## src/rtl/urhr_pkg.sv

```systemverilog
package urhr_pkg;

    // Field widths of the channel words
    localparam int OPCODE_W     = 2;
    localparam int SNAP_FIELD_W = 32;
    localparam int COUNT_W      = 5;

    typedef logic [OPCODE_W-1:0] t_opcode;

    // Operation codes
    localparam t_opcode OP_PUSH = 2'd0;
    localparam t_opcode OP_UNDO = 2'd1;
    localparam t_opcode OP_REDO = 2'd2;

    // Commands from the controller to the datapath
    typedef struct packed {
        logic capture;
        logic read;
        logic commit;
    } t_cmd;

endpackage

```

## src/rtl/urhr_ifs.sv

```systemverilog
interface urhr_req_if;
    logic                                 valid;
    logic                                 ready;
    logic [urhr_pkg::OPCODE_W-1:0]        opcode;
    logic [urhr_pkg::SNAP_FIELD_W-1:0]    snapshot_in;

    modport source (output valid, output opcode, output snapshot_in, input ready);
    modport sink   (input valid, input opcode, input snapshot_in, output ready);
endinterface

interface urhr_rsp_if;
    logic                                 valid;
    logic                                 ready;
    logic                                 accepted;
    logic [urhr_pkg::SNAP_FIELD_W-1:0]    snapshot_out;
    logic [urhr_pkg::COUNT_W-1:0]         undo_count;
    logic [urhr_pkg::COUNT_W-1:0]         redo_count;

    modport source (output valid, output accepted, output snapshot_out,
                    output undo_count, output redo_count, input ready);
    modport sink   (input valid, input accepted, input snapshot_out,
                    input undo_count, input redo_count, output ready);
endinterface

```

## src/rtl/urhr_ctrl.sv

```systemverilog
module urhr_ctrl (
    input  logic           i_clk,
    input  logic           i_rst_n,
    input  logic           i_in_valid,
    output logic           o_in_ready,
    output logic           o_out_valid,
    input  logic           i_out_ready,
    output urhr_pkg::t_cmd o_cmd
);

    typedef enum logic [1:0] {
        ST_IDLE,
        ST_READ,
        ST_FIN
    } t_state;

    t_state r_state;
    logic   r_in_ready;
    logic   r_out_valid;
    logic   can_commit;
    logic   take_in;

    // Commit only when the output register is free or being emptied
    assign can_commit = !r_out_valid || i_out_ready;
    assign take_in    = i_in_valid && r_in_ready;

    assign o_cmd.capture = take_in;
    assign o_cmd.read    = (r_state == ST_READ);
    assign o_cmd.commit  = (r_state == ST_FIN) && can_commit;

    assign o_in_ready  = r_in_ready;
    assign o_out_valid = r_out_valid;

    // Sequence one word through read and commit
    always_ff @(posedge i_clk) begin
        if (!i_rst_n) begin
            r_state     <= ST_IDLE;
            r_in_ready  <= 1'b1;
            r_out_valid <= 1'b0;
        end else begin
            unique case (r_state)
                ST_IDLE: begin
                    if (take_in) begin
                        r_state    <= ST_READ;
                        r_in_ready <= 1'b0;
                    end
                end
                ST_READ: begin
                    r_state <= ST_FIN;
                end
                ST_FIN: begin
                    if (can_commit) begin
                        r_state    <= ST_IDLE;
                        r_in_ready <= 1'b1;
                    end
                end
                default: begin
                    r_state    <= ST_IDLE;
                    r_in_ready <= 1'b1;
                end
            endcase

            // Hold the result word until taken
            if (o_cmd.commit) begin
                r_out_valid <= 1'b1;
            end else if (i_out_ready) begin
                r_out_valid <= 1'b0;
            end
        end
    end

endmodule

```

## src/rtl/urhr_dp.sv

```systemverilog
module urhr_dp #(
    parameter int LEVELS     = 16,
    parameter int SNAP_WIDTH = 32
) (
    input  logic                                i_clk,
    input  logic                                i_rst_n,
    input  urhr_pkg::t_cmd                      i_cmd,
    input  logic [urhr_pkg::OPCODE_W-1:0]       i_opcode,
    input  logic [urhr_pkg::SNAP_FIELD_W-1:0]   i_snapshot_in,
    output logic                                o_accepted,
    output logic [urhr_pkg::SNAP_FIELD_W-1:0]   o_snapshot_out,
    output logic [urhr_pkg::COUNT_W-1:0]        o_undo_count,
    output logic [urhr_pkg::COUNT_W-1:0]        o_redo_count
);

    localparam int SW   = (SNAP_WIDTH < urhr_pkg::SNAP_FIELD_W) ?
                          SNAP_WIDTH : urhr_pkg::SNAP_FIELD_W;
    localparam int IW   = $clog2(LEVELS);
    localparam int CW   = $clog2(LEVELS + 1);
    localparam int SUMW = CW + 1;

    logic [SW-1:0]                    mem [LEVELS];
    logic [SW-1:0]                    r_rd_data;
    urhr_pkg::t_opcode                r_op;
    logic [SW-1:0]                    r_snap;
    logic [IW-1:0]                    r_oldest;
    logic [CW-1:0]                    r_undo;
    logic [CW-1:0]                    r_redo;

    logic                             r_out_ok;
    logic [urhr_pkg::SNAP_FIELD_W-1:0] r_out_snap;
    logic [urhr_pkg::COUNT_W-1:0]     r_out_undo;
    logic [urhr_pkg::COUNT_W-1:0]     r_out_redo;

    logic [CW-1:0]                    offset;
    logic [SUMW-1:0]                  sum;
    logic [IW-1:0]                    pos;
    logic                             do_ok;
    logic                             ring_full;
    logic [IW-1:0]                    n_oldest;
    logic [CW-1:0]                    n_undo;
    logic [CW-1:0]                    n_redo;
    logic [SW-1:0]                    result;
    logic [SW+urhr_pkg::SNAP_FIELD_W-1:0] result_wide;
    logic [CW+urhr_pkg::COUNT_W-1:0]  undo_wide;
    logic [CW+urhr_pkg::COUNT_W-1:0]  redo_wide;

    assign ring_full = (r_undo == CW'(LEVELS));

    // Pick the slot offset from the oldest entry and decide whether the op runs
    always_comb begin
        offset = r_undo;
        do_ok  = 1'b0;
        priority if (r_op == urhr_pkg::OP_PUSH) begin
            do_ok = 1'b1;
        end else if (r_op == urhr_pkg::OP_UNDO) begin
            offset = r_undo - 1'b1;
            do_ok  = (r_undo != '0);
        end else if (r_op == urhr_pkg::OP_REDO) begin
            do_ok = (r_redo != '0);
        end else begin
            do_ok = 1'b0;
        end
    end

    // Wrap the slot position modulo the ring depth
    assign sum = SUMW'(r_oldest) + SUMW'(offset);
    assign pos = (sum >= SUMW'(LEVELS)) ? IW'(sum - SUMW'(LEVELS)) : IW'(sum);

    // Next ring pointers and counts
    always_comb begin
        n_oldest = r_oldest;
        n_undo   = r_undo;
        n_redo   = r_redo;
        if (do_ok) begin
            priority if (r_op == urhr_pkg::OP_PUSH) begin
                n_redo = '0;
                if (ring_full) begin
                    n_oldest = (r_oldest == IW'(LEVELS - 1)) ? '0 : r_oldest + 1'b1;
                end else begin
                    n_undo = r_undo + 1'b1;
                end
            end else if (r_op == urhr_pkg::OP_UNDO) begin
                n_undo = r_undo - 1'b1;
                n_redo = r_redo + 1'b1;
            end else begin
                n_undo = r_undo + 1'b1;
                n_redo = r_redo - 1'b1;
            end
        end
    end

    // Swapped-out entry for undo and redo, else echo the presented word
    assign result      = (do_ok && (r_op != urhr_pkg::OP_PUSH)) ? r_rd_data : r_snap;
    assign result_wide = {{urhr_pkg::SNAP_FIELD_W{1'b0}}, result};
    assign undo_wide   = {{urhr_pkg::COUNT_W{1'b0}}, n_undo};
    assign redo_wide   = {{urhr_pkg::COUNT_W{1'b0}}, n_redo};

    // Capture the incoming word
    always_ff @(posedge i_clk) begin
        if (i_cmd.capture) begin
            r_op   <= i_opcode;
            r_snap <= i_snapshot_in[SW-1:0];
        end
    end

    // Slot store: read the target slot, then write the presented word back
    always_ff @(posedge i_clk) begin
        if (i_cmd.read) begin
            r_rd_data <= mem[pos];
        end
        if (i_cmd.commit && do_ok) begin
            mem[pos] <= r_snap;
        end
    end

    // Advance the ring pointers
    always_ff @(posedge i_clk) begin
        if (!i_rst_n) begin
            r_oldest <= '0;
            r_undo   <= '0;
            r_redo   <= '0;
        end else if (i_cmd.commit) begin
            r_oldest <= n_oldest;
            r_undo   <= n_undo;
            r_redo   <= n_redo;
        end
    end

    // Load the result register
    always_ff @(posedge i_clk) begin
        if (i_cmd.commit) begin
            r_out_ok   <= do_ok;
            r_out_snap <= result_wide[urhr_pkg::SNAP_FIELD_W-1:0];
            r_out_undo <= undo_wide[urhr_pkg::COUNT_W-1:0];
            r_out_redo <= redo_wide[urhr_pkg::COUNT_W-1:0];
        end
    end

    assign o_accepted     = r_out_ok;
    assign o_snapshot_out = r_out_snap;
    assign o_undo_count   = r_out_undo;
    assign o_redo_count   = r_out_redo;

endmodule

```

## src/rtl/undo_redo_history_ring.sv

```systemverilog
// Undo/redo history ring over a single-port slot store.
// The result word is offered after the slot read (ST_READ) and the commit (ST_FIN) steps.
// One word at a time: the next word is taken only once its read-then-write pass on the slot store commits.
// A pending result stalls the commit step until the output word is taken.
// Reset (synchronous, active low) empties both histories; slot contents stay undefined.
module undo_redo_history_ring #(
    parameter int LEVELS     = 16,
    parameter int SNAP_WIDTH = 32
) (
    input  logic              i_clk,
    input  logic              i_rst_n,
    urhr_req_if.sink          i_req,
    urhr_rsp_if.source        o_rsp
);

    urhr_pkg::t_cmd cmd;

    urhr_ctrl u_ctrl (
        .i_clk       (i_clk),
        .i_rst_n     (i_rst_n),
        .i_in_valid  (i_req.valid),
        .o_in_ready  (i_req.ready),
        .o_out_valid (o_rsp.valid),
        .i_out_ready (o_rsp.ready),
        .o_cmd       (cmd)
    );

    urhr_dp #(
        .LEVELS     (LEVELS),
        .SNAP_WIDTH (SNAP_WIDTH)
    ) u_dp (
        .i_clk          (i_clk),
        .i_rst_n        (i_rst_n),
        .i_cmd          (cmd),
        .i_opcode       (i_req.opcode),
        .i_snapshot_in  (i_req.snapshot_in),
        .o_accepted     (o_rsp.accepted),
        .o_snapshot_out (o_rsp.snapshot_out),
        .o_undo_count   (o_rsp.undo_count),
        .o_redo_count   (o_rsp.redo_count)
    );

    // Only one word is in flight at a time
    a_one_in_flight: assert property (@(posedge i_clk) disable iff (!i_rst_n)
        (i_req.valid && i_req.ready) |=> !i_req.ready)
        else $error("input taken while a word is in flight");

    // A result never shows up in the cycle right after an accept
    a_no_early_result: assert property (@(posedge i_clk) disable iff (!i_rst_n)
        (i_req.valid && i_req.ready) |=> !$rose(o_rsp.valid))
        else $error("result appeared before slot read completed");

    // Both histories together never exceed the ring depth
    a_count_bound: assert property (@(posedge i_clk) disable iff (!i_rst_n)
        o_rsp.valid |-> ((LEVELS > 31) ||
            ({1'b0, o_rsp.undo_count} + {1'b0, o_rsp.redo_count} <= LEVELS)))
        else $error("undo plus redo count exceeds ring depth");

endmodule

```

## src/flat_wrapper.sv

```systemverilog
// flat-port wrapper written by rule: the top's interface ports become plain ports
module undo_redo_history_ring_flat 
#(
    parameter int LEVELS     = 16,
    parameter int SNAP_WIDTH = 32
)
  (i_clk, i_rst_n, i_req_valid, i_req_opcode, i_req_snapshot_in, i_req_ready, o_rsp_valid, o_rsp_accepted, o_rsp_snapshot_out, o_rsp_undo_count, o_rsp_redo_count, o_rsp_ready);
  urhr_req_if i_req_i ();
  urhr_rsp_if o_rsp_i ();
  input  logic i_clk;
  input  logic i_rst_n;
  input wire logic [$bits(i_req_i.valid)-1:0] i_req_valid;
  input wire logic [$bits(i_req_i.opcode)-1:0] i_req_opcode;
  input wire logic [$bits(i_req_i.snapshot_in)-1:0] i_req_snapshot_in;
  output wire logic [$bits(i_req_i.ready)-1:0] i_req_ready;
  output wire logic [$bits(o_rsp_i.valid)-1:0] o_rsp_valid;
  output wire logic [$bits(o_rsp_i.accepted)-1:0] o_rsp_accepted;
  output wire logic [$bits(o_rsp_i.snapshot_out)-1:0] o_rsp_snapshot_out;
  output wire logic [$bits(o_rsp_i.undo_count)-1:0] o_rsp_undo_count;
  output wire logic [$bits(o_rsp_i.redo_count)-1:0] o_rsp_redo_count;
  input wire logic [$bits(o_rsp_i.ready)-1:0] o_rsp_ready;
  assign i_req_i.valid = i_req_valid;
  assign i_req_i.opcode = i_req_opcode;
  assign i_req_i.snapshot_in = i_req_snapshot_in;
  assign i_req_ready = i_req_i.ready;
  assign o_rsp_valid = o_rsp_i.valid;
  assign o_rsp_accepted = o_rsp_i.accepted;
  assign o_rsp_snapshot_out = o_rsp_i.snapshot_out;
  assign o_rsp_undo_count = o_rsp_i.undo_count;
  assign o_rsp_redo_count = o_rsp_i.redo_count;
  assign o_rsp_i.ready = o_rsp_ready;
  undo_redo_history_ring #(.LEVELS(LEVELS), .SNAP_WIDTH(SNAP_WIDTH)) u_core (.i_clk(i_clk), .i_rst_n(i_rst_n), .i_req(i_req_i), .o_rsp(o_rsp_i));
endmodule
```

## config.mk

```make
export PLATFORM = sky130hd
export DESIGN_NAME = undo_redo_history_ring_flat
export DESIGN_NICKNAME = d
export VERILOG_FILES = /design/src/rtl/urhr_pkg.sv /design/src/rtl/urhr_ifs.sv /design/src/rtl/urhr_ctrl.sv /design/src/rtl/urhr_dp.sv /design/src/rtl/undo_redo_history_ring.sv /design/src/flat_wrapper.sv
export SDC_FILE = /design/constraint.sdc
export NUM_CORES = 1
export LEC_CHECK = 0
export BUFFER_PORTS_ARGS = -buffer_cell sky130_fd_sc_hd__buf_4
export CAP_MARGIN = 20
export CORE_MARGIN = 10
export CORE_UTILIZATION = 35
export CTS_BUF_LIST = sky130_fd_sc_hd__clkbuf_8 sky130_fd_sc_hd__clkbuf_16
export DETAILED_ROUTE_END_ITERATION = 6
export HOLD_SLACK_MARGIN = 0.15
export PLACE_DENSITY_LB_ADDON = 0.1
export SLEW_MARGIN = 20
export SYNTH_ARGS = -nofsm -noshare
export SYNTH_HDL_FRONTEND = slang
export SYNTH_SLANG_ARGS = --single-unit
```

## constraint.sdc

```tcl
create_clock -name i_clk -period 11.22 [get_ports i_clk]
set_clock_uncertainty 0.15 [all_clocks]
set_input_delay 1.683 -clock i_clk [delete_from_list [all_inputs] [get_ports i_clk]]
set_output_delay 1.683 -clock i_clk [all_outputs]
set_load 0.05 [all_outputs]
```

==> Word-level counts from Yosys, hierarchy flattened <==
Memories as Yosys holds them, arrays and structs flattened. A register that Yosys moved wholly into a read port is not among the register bits.
Index checks and enable logic that the tools add are counted.
{ "op_classes": {"muxes": 25, "eq_ne": 8, "n_addsub": 7, "reduce_logical": 15, "bitwise_logic": 1, "n_lt_le_gt_ge": 1} }
{ "ops": {"columns": ["op", "n"], "rows": [
  ["two-way mux 5 bit", 9],
  ["two-way mux 32 bit", 1],
  ["adder 5 x 1 -> 5 bit, second input constant", 2],
  ["nonzero test 5 bit", 2],
  ["subtractor 5 x 1 -> 5 bit, second input constant", 2],
  ["two-way mux 1 bit", 9],
  ["two-way mux 4 bit", 2],
  ["adder 4 x 5 -> 6 bit", 1],
  ["greater-or-equal comparator 6 x 5 -> 1 bit, second input constant", 1],
  ["case mux 2 bit (3 select lines)", 1],
  ["== test 5 bit, second input constant", 1],
  ["adder 4 x 1 -> 4 bit, second input constant", 1],
  ["== test 2 x 1 -> 1 bit, second input constant", 2],
  ["== test 2 bit, second input constant", 2],
  ["== test 4 bit, second input constant", 1],
  ["logical AND 1 bit", 4],
  ["logical NOT 2 bit", 2],
  ["two-way mux 2 bit", 2],
  ["!= test 2 bit, second input constant", 2],
  ["AND reduction 4 bit", 1],
  ["nonzero test 2 bit", 2],
  ["subtractor 4 x 1 -> 4 bit, second input constant", 1],
  ["case mux 1 bit (3 select lines)", 1],
  ["AND reduction 3 bit", 1],
  ["4 further kinds", 4]
]} }
{ "totals": {"out_inout_bits": 45, "wordCells": 70, "mem_count": 1, "ram_bits": 512, "input_bits": 38, "ff_bits": 95} }
{ "mem_list": {"columns": ["memory", "depth", "width", "read_ports", "rd_ports_with_merged_regs", "wr", "line", "rtl"], "rows": [
  ["u_core.u_dp.mem", 16, 32, 1, 1, 1, "urhr_dp.sv:22", "logic [SW-1:0] mem [LEVELS];"]
]} }

==> Depth between registers and ports, before layout <==
{ "depth": {"word_depth": 7, "mapped_depth": 14} }

==> Hierarchy <==
Synthesis repeated with hierarchy kept, for this count alone.
{ "unflattened": {"cells_unflattened": 1153, "hier_area_um2": 24664.9} }
{ "modules_own_cells": {"columns": ["module", "n_inst", "area_per_inst_um2", "cells_each", "seq_area_each_um2"], "rows": [
  ["urhr_dp", 1, 24493.5, 1134, 18928.2],
  ["urhr_ctrl", 1, 171.4, 19, 80.1]
]} }

==> Worst setup path after synthesis <==
No wires, ideal clock.
{ "synth_timing": {"path_type": "input to register", "from": "in o_rsp_ready", "to": "mem u_core.u_dp.mem[4][0] (netlist name) (enable)", "required_ps": 10649, "cell_stages": 6, "slack_ps": 5384, "t_arrival_ps": 5264, "cell_sequence": "nand2b_1 -> nand2b_1 -> inv_2 -> clkbuf_1 -> nand4_1 -> nor2_1"} }
{ "synth_lines": {"columns": ["item", "line", "rtl"], "rows": [
  ["from (decl)", "flat_wrapper.sv:21", "input wire logic [$bits(o_rsp_i.ready)-1:0] o_rsp_ready;"],
  ["to (decl)", "urhr_dp.sv:22", null]
]} }

==> Worst setup path after layout <==
{ "layout_timing": {"from": "reg u_core.u_dp.r_op[1]", "to": "mem u_core.u_dp.mem[9][13] (netlist name) (enable)"} }
{ "layout_between": {"elab_chain_cells": 7, "word_cells_on_any_way": 15, "cone_classes": "add/sub: 2; order compare: 1; eq/ne: 2; mux: 8; reduce/logical: 2"} }
{ "layout_rtl": {"columns": ["item", "line", "rtl"], "rows": [
  ["from (decl)", "urhr_dp.sv:24", "urhr_pkg::t_opcode r_op;"],
  ["from (signal assigned)", "urhr_dp.sv:102", "r_op <= i_opcode;"],
  ["branches (longest 7 deep; another with adder 4 x 5 -> 6 bit)", null, null]
]} }
Several ways; the timed one is not identified.

==> flow_summary.toml <==
[worst_setup_path]
cp_max_fo = 51
cp_common_cell = "buf_4"
critPathMaxStageDelay_ns = 1.25
ff2ff_setup_slack_ns = 5.11
cp.arrival_ns = 6.24
worstSetupEndpointType = "flip-flop"
critPathLaunch = "u_core.u_dp.r_op[1]"
worst-setup-path-type = "flip-flop to flip-flop"
r2r_cells = 10
crit_slowest_cell = "fa_4"
crit_buf_inv = 3
rr_startpoint = "u_core.u_dp.r_op[1]"
required_ns = 11.35
worstSetupStartpointType = "flip-flop"
r2r_end = "u_core.u_dp.mem[9][13]"
crit_family = "adder cells"
cp_cell_sequence = "nor2b_1 > ha_1 > mux2i_1 > ha_4 > inv_1 > fa_4 > buf_4 > nand2_1 > nor2_4 > buf_4"

[place]
port-buffer-count = 82
dp_cells = 2162
hpwl_mm = 32.0
dpl_cell_area_mm2 = 0.0267
finalWeightedCongestion = 0.750

[power_and_ir_drop]
peakVddDrop_mv = 0.0928
leakage_nw = 9.39
cellPowerDensity_mw_per_mm2 = 183

[floorplan]
die_w_um = 286
start_util_pct = 35.3
core_mm2 = 0.0701
fp-row-count = 97
dieArea_mm2 = 0.0819
io_pins = 83
die_h_um = 286

[clocking]
clock_sink_count = 639
clkTransAtPathRegs_ns = 0.06
clk_latency_ns = 0.62
ctsResizeCount = 0
clock_path_buffers = 3
cts_made_buffers = 74
hold_buffers = 0
cts_root_buffer = "clkbuf_16"
cts_tree = "built"
cts_setup_buffers = 0
htreeDepth = 3

[detailed_routing]
wire_per_inst_um = 25.9
drc = 0
firstDrtPassIters = 5
vias = 11700
drt-total-wl_mm = 59.5
drtAntennaViolNets = 0
via_per_inst = 5.11
drt_iter0_drc = 996

[timing]
rsz0062_at_grt = "false"
fin_crit_sh_pct = 54.5
fin_crit_ns = 6.11
fmax_mhz = 164
final.setup.tns_ns = 0
slew_headroom_pct = 38.2
maxSlewViolCount = 0
setup_viol = 0
worstMarginPinSlew_ns = 0.928
hold_viol_final = 0

[yosys]
yosys-top-cells-count = "edfxtp_1, mux4_2, mux2i_1, nand2_1, mux2_1"
synth_top_family_by_area = "multiplexers"
synth_xor_area_share_pct = 0.480
synth_area_mm2 = 0.0248
synth_mux_area_share_pct = 15.0
synthCells = 1172
synth_top_area_share_pct = 75.2
ys_warn_count = 0
synth-simple-area-share_pct = 2.71
synth_compound_area_share_pct = 3.01
synth_adder_area_share_pct = 0.767
async_flop_share_pct = 0
ys_seq_area_share_pct = 76.7
syn-num-nets = 1224
synth.distinct_cells = 60
synth.area.top_cells = "edfxtp_1, mux4_2, mux2i_1"
ys.flop_type = "edfxtp_1"
yosysTopAreaCell = "edfxtp_1"
synth_edf_count = 621
yosysMostFrequentCell = "edfxtp_1"
synth-seq-cells = 639
syn_avg_cell_area_um2 = 21.2

[finish]
nNetsFinal = 1350
area_growth_pct = 17.3
drive_above_1_share_pct = 28.5
stdcell_count = 2297
final_util_pct = 41.5
design_area_mm2 = 0.0291

[grt]
grt_max_degree = 112
overflow = 0
grt_use_total_pct = 14.7
antenna_found_initial = 1
grt_pass1_wl_mm = 88.5
grt_pass1_vias = 12500

[worst_hold_path]
holdCritStartpoint = "u_core.u_dp.r_rd_data[9]"
hp-class = "flip-flop to flip-flop"
whs_path_depth = 1
min_to = "u_core.u_dp.o_snapshot_out[9]"

[flow_run]
max_cap_violations = 0

[run_status]
status = "completed"
-- where the power goes --
part | switching, mW | internal (mW)
clock network | 0.970 | 1.41
registers | 0.0402 | 2.65
logic | 0.147 | 0.109
total | 1.16 | 4.18
-- cells by family after synthesis --
logic type | Yosys count
buffers and inverters | 72
muxes | 208
AOI/OAI and AO/OA | 96
and+or+nand+nor | 131
adders and majority gates | 14
xor gates and xnor gates | 12
DFF | 639
-- worst reg2reg max path, delay by kind of cell, from the launching register on --
kind / cells / cell delay (ns)
adders and majority gates: 3 / 1.78
buffers and inverters: 3 / 1.25
DFF: 1 / 0.55
muxes: 1 / 0.21
and+or+nand+nor: 3 / 1.83
-- cell usage in the layout (no fill, tap or decap), types with 11 or more instances in the layout --
master and n:
edfxtp_1 621, mux4_2 128, buf_4 107, clkbuf_16 77
mux2i_1 47, nand2_1 39, mux2_1 33, inv_1 25
a21oi_1 21, a211oi_2 19, nor2b_1 18, clkinv_1 18
dfxtp_1 18, nor2_4 16, nor2_1 12, a31oi_1 12
and2_1 11, ha_1 11
-- layer usage --
layer  part of all wire (%)  vias to the layer above  GRT usage [%]  routed length [µm]
met5                      0                        -              0                   0
met4                    1.9                        0           3.68                1130
met3                    4.4                       85           2.98                2610
met2                     48                      275           23.2               28400
met1                     46                     6300           20.5               27400
li1                       -                     5089              -                   -
-- stage by stage --
stage | setup WS (ns) | power (mW) | hold slack [ns]
floorplan | 5.38 | 2.91 | 0.322
global route | 4.79 | 5.53 | 0.406
detailed placement | 5.11 | 3.01 | 0.367
CTS | 5.07 | 5.41 | 0.374
finish | 5.11 | 5.33 | 0.372
global placement | 5.16 | 3.01 | 0.359
-- layout make-up --
type                            instances  area (µm²)
Multi-Input combinational cell        461        5610
Clock buffer                           78        1940
Sequential cell                       639       19000
Clock inverter                         56         469
Inverter                               14        52.6
Tap cell                              940        1180
Timing Repair Buffer                  108         823
Antenna cell                            1        2.50
Fill cell                            6309       41100
-- sequential cells by signal, indices dropped and copies added, names as in the netlist, 2 cells and up --
register,cells
u_core.u_dp.mem,512
u_core.u_dp.r_undo,5
u_core.u_dp.o_redo_count,5
u_core.u_dp.o_undo_count,5
u_core.u_dp.o_snapshot_out,32
u_core.u_dp.r_redo,5
u_core.u_dp.r_op,2
u_core.u_ctrl.r_state,2
u_core.u_dp.r_oldest,4
u_core.u_dp.r_rd_data,32
u_core.u_dp.r_snap,32
-- worst max-delay path by stage --
stage,to,slack [ns],cells after the start
2_1_floorplan,u_core.u_dp.mem[4][0],5.38,6
3_3_place_gp,u_core.u_dp.mem[9][16],5.16,10
3_5_place_dp,u_core.u_dp.mem[9][16],5.11,10
4_1_cts,u_core.u_dp.mem[9][13],5.07,10
5_1_grt,u_core.u_dp.mem[9][7],4.79,10
6_report,u_core.u_dp.mem[9][13],5.11,10
Note: power is estimated with default switching activity, not from simulation.
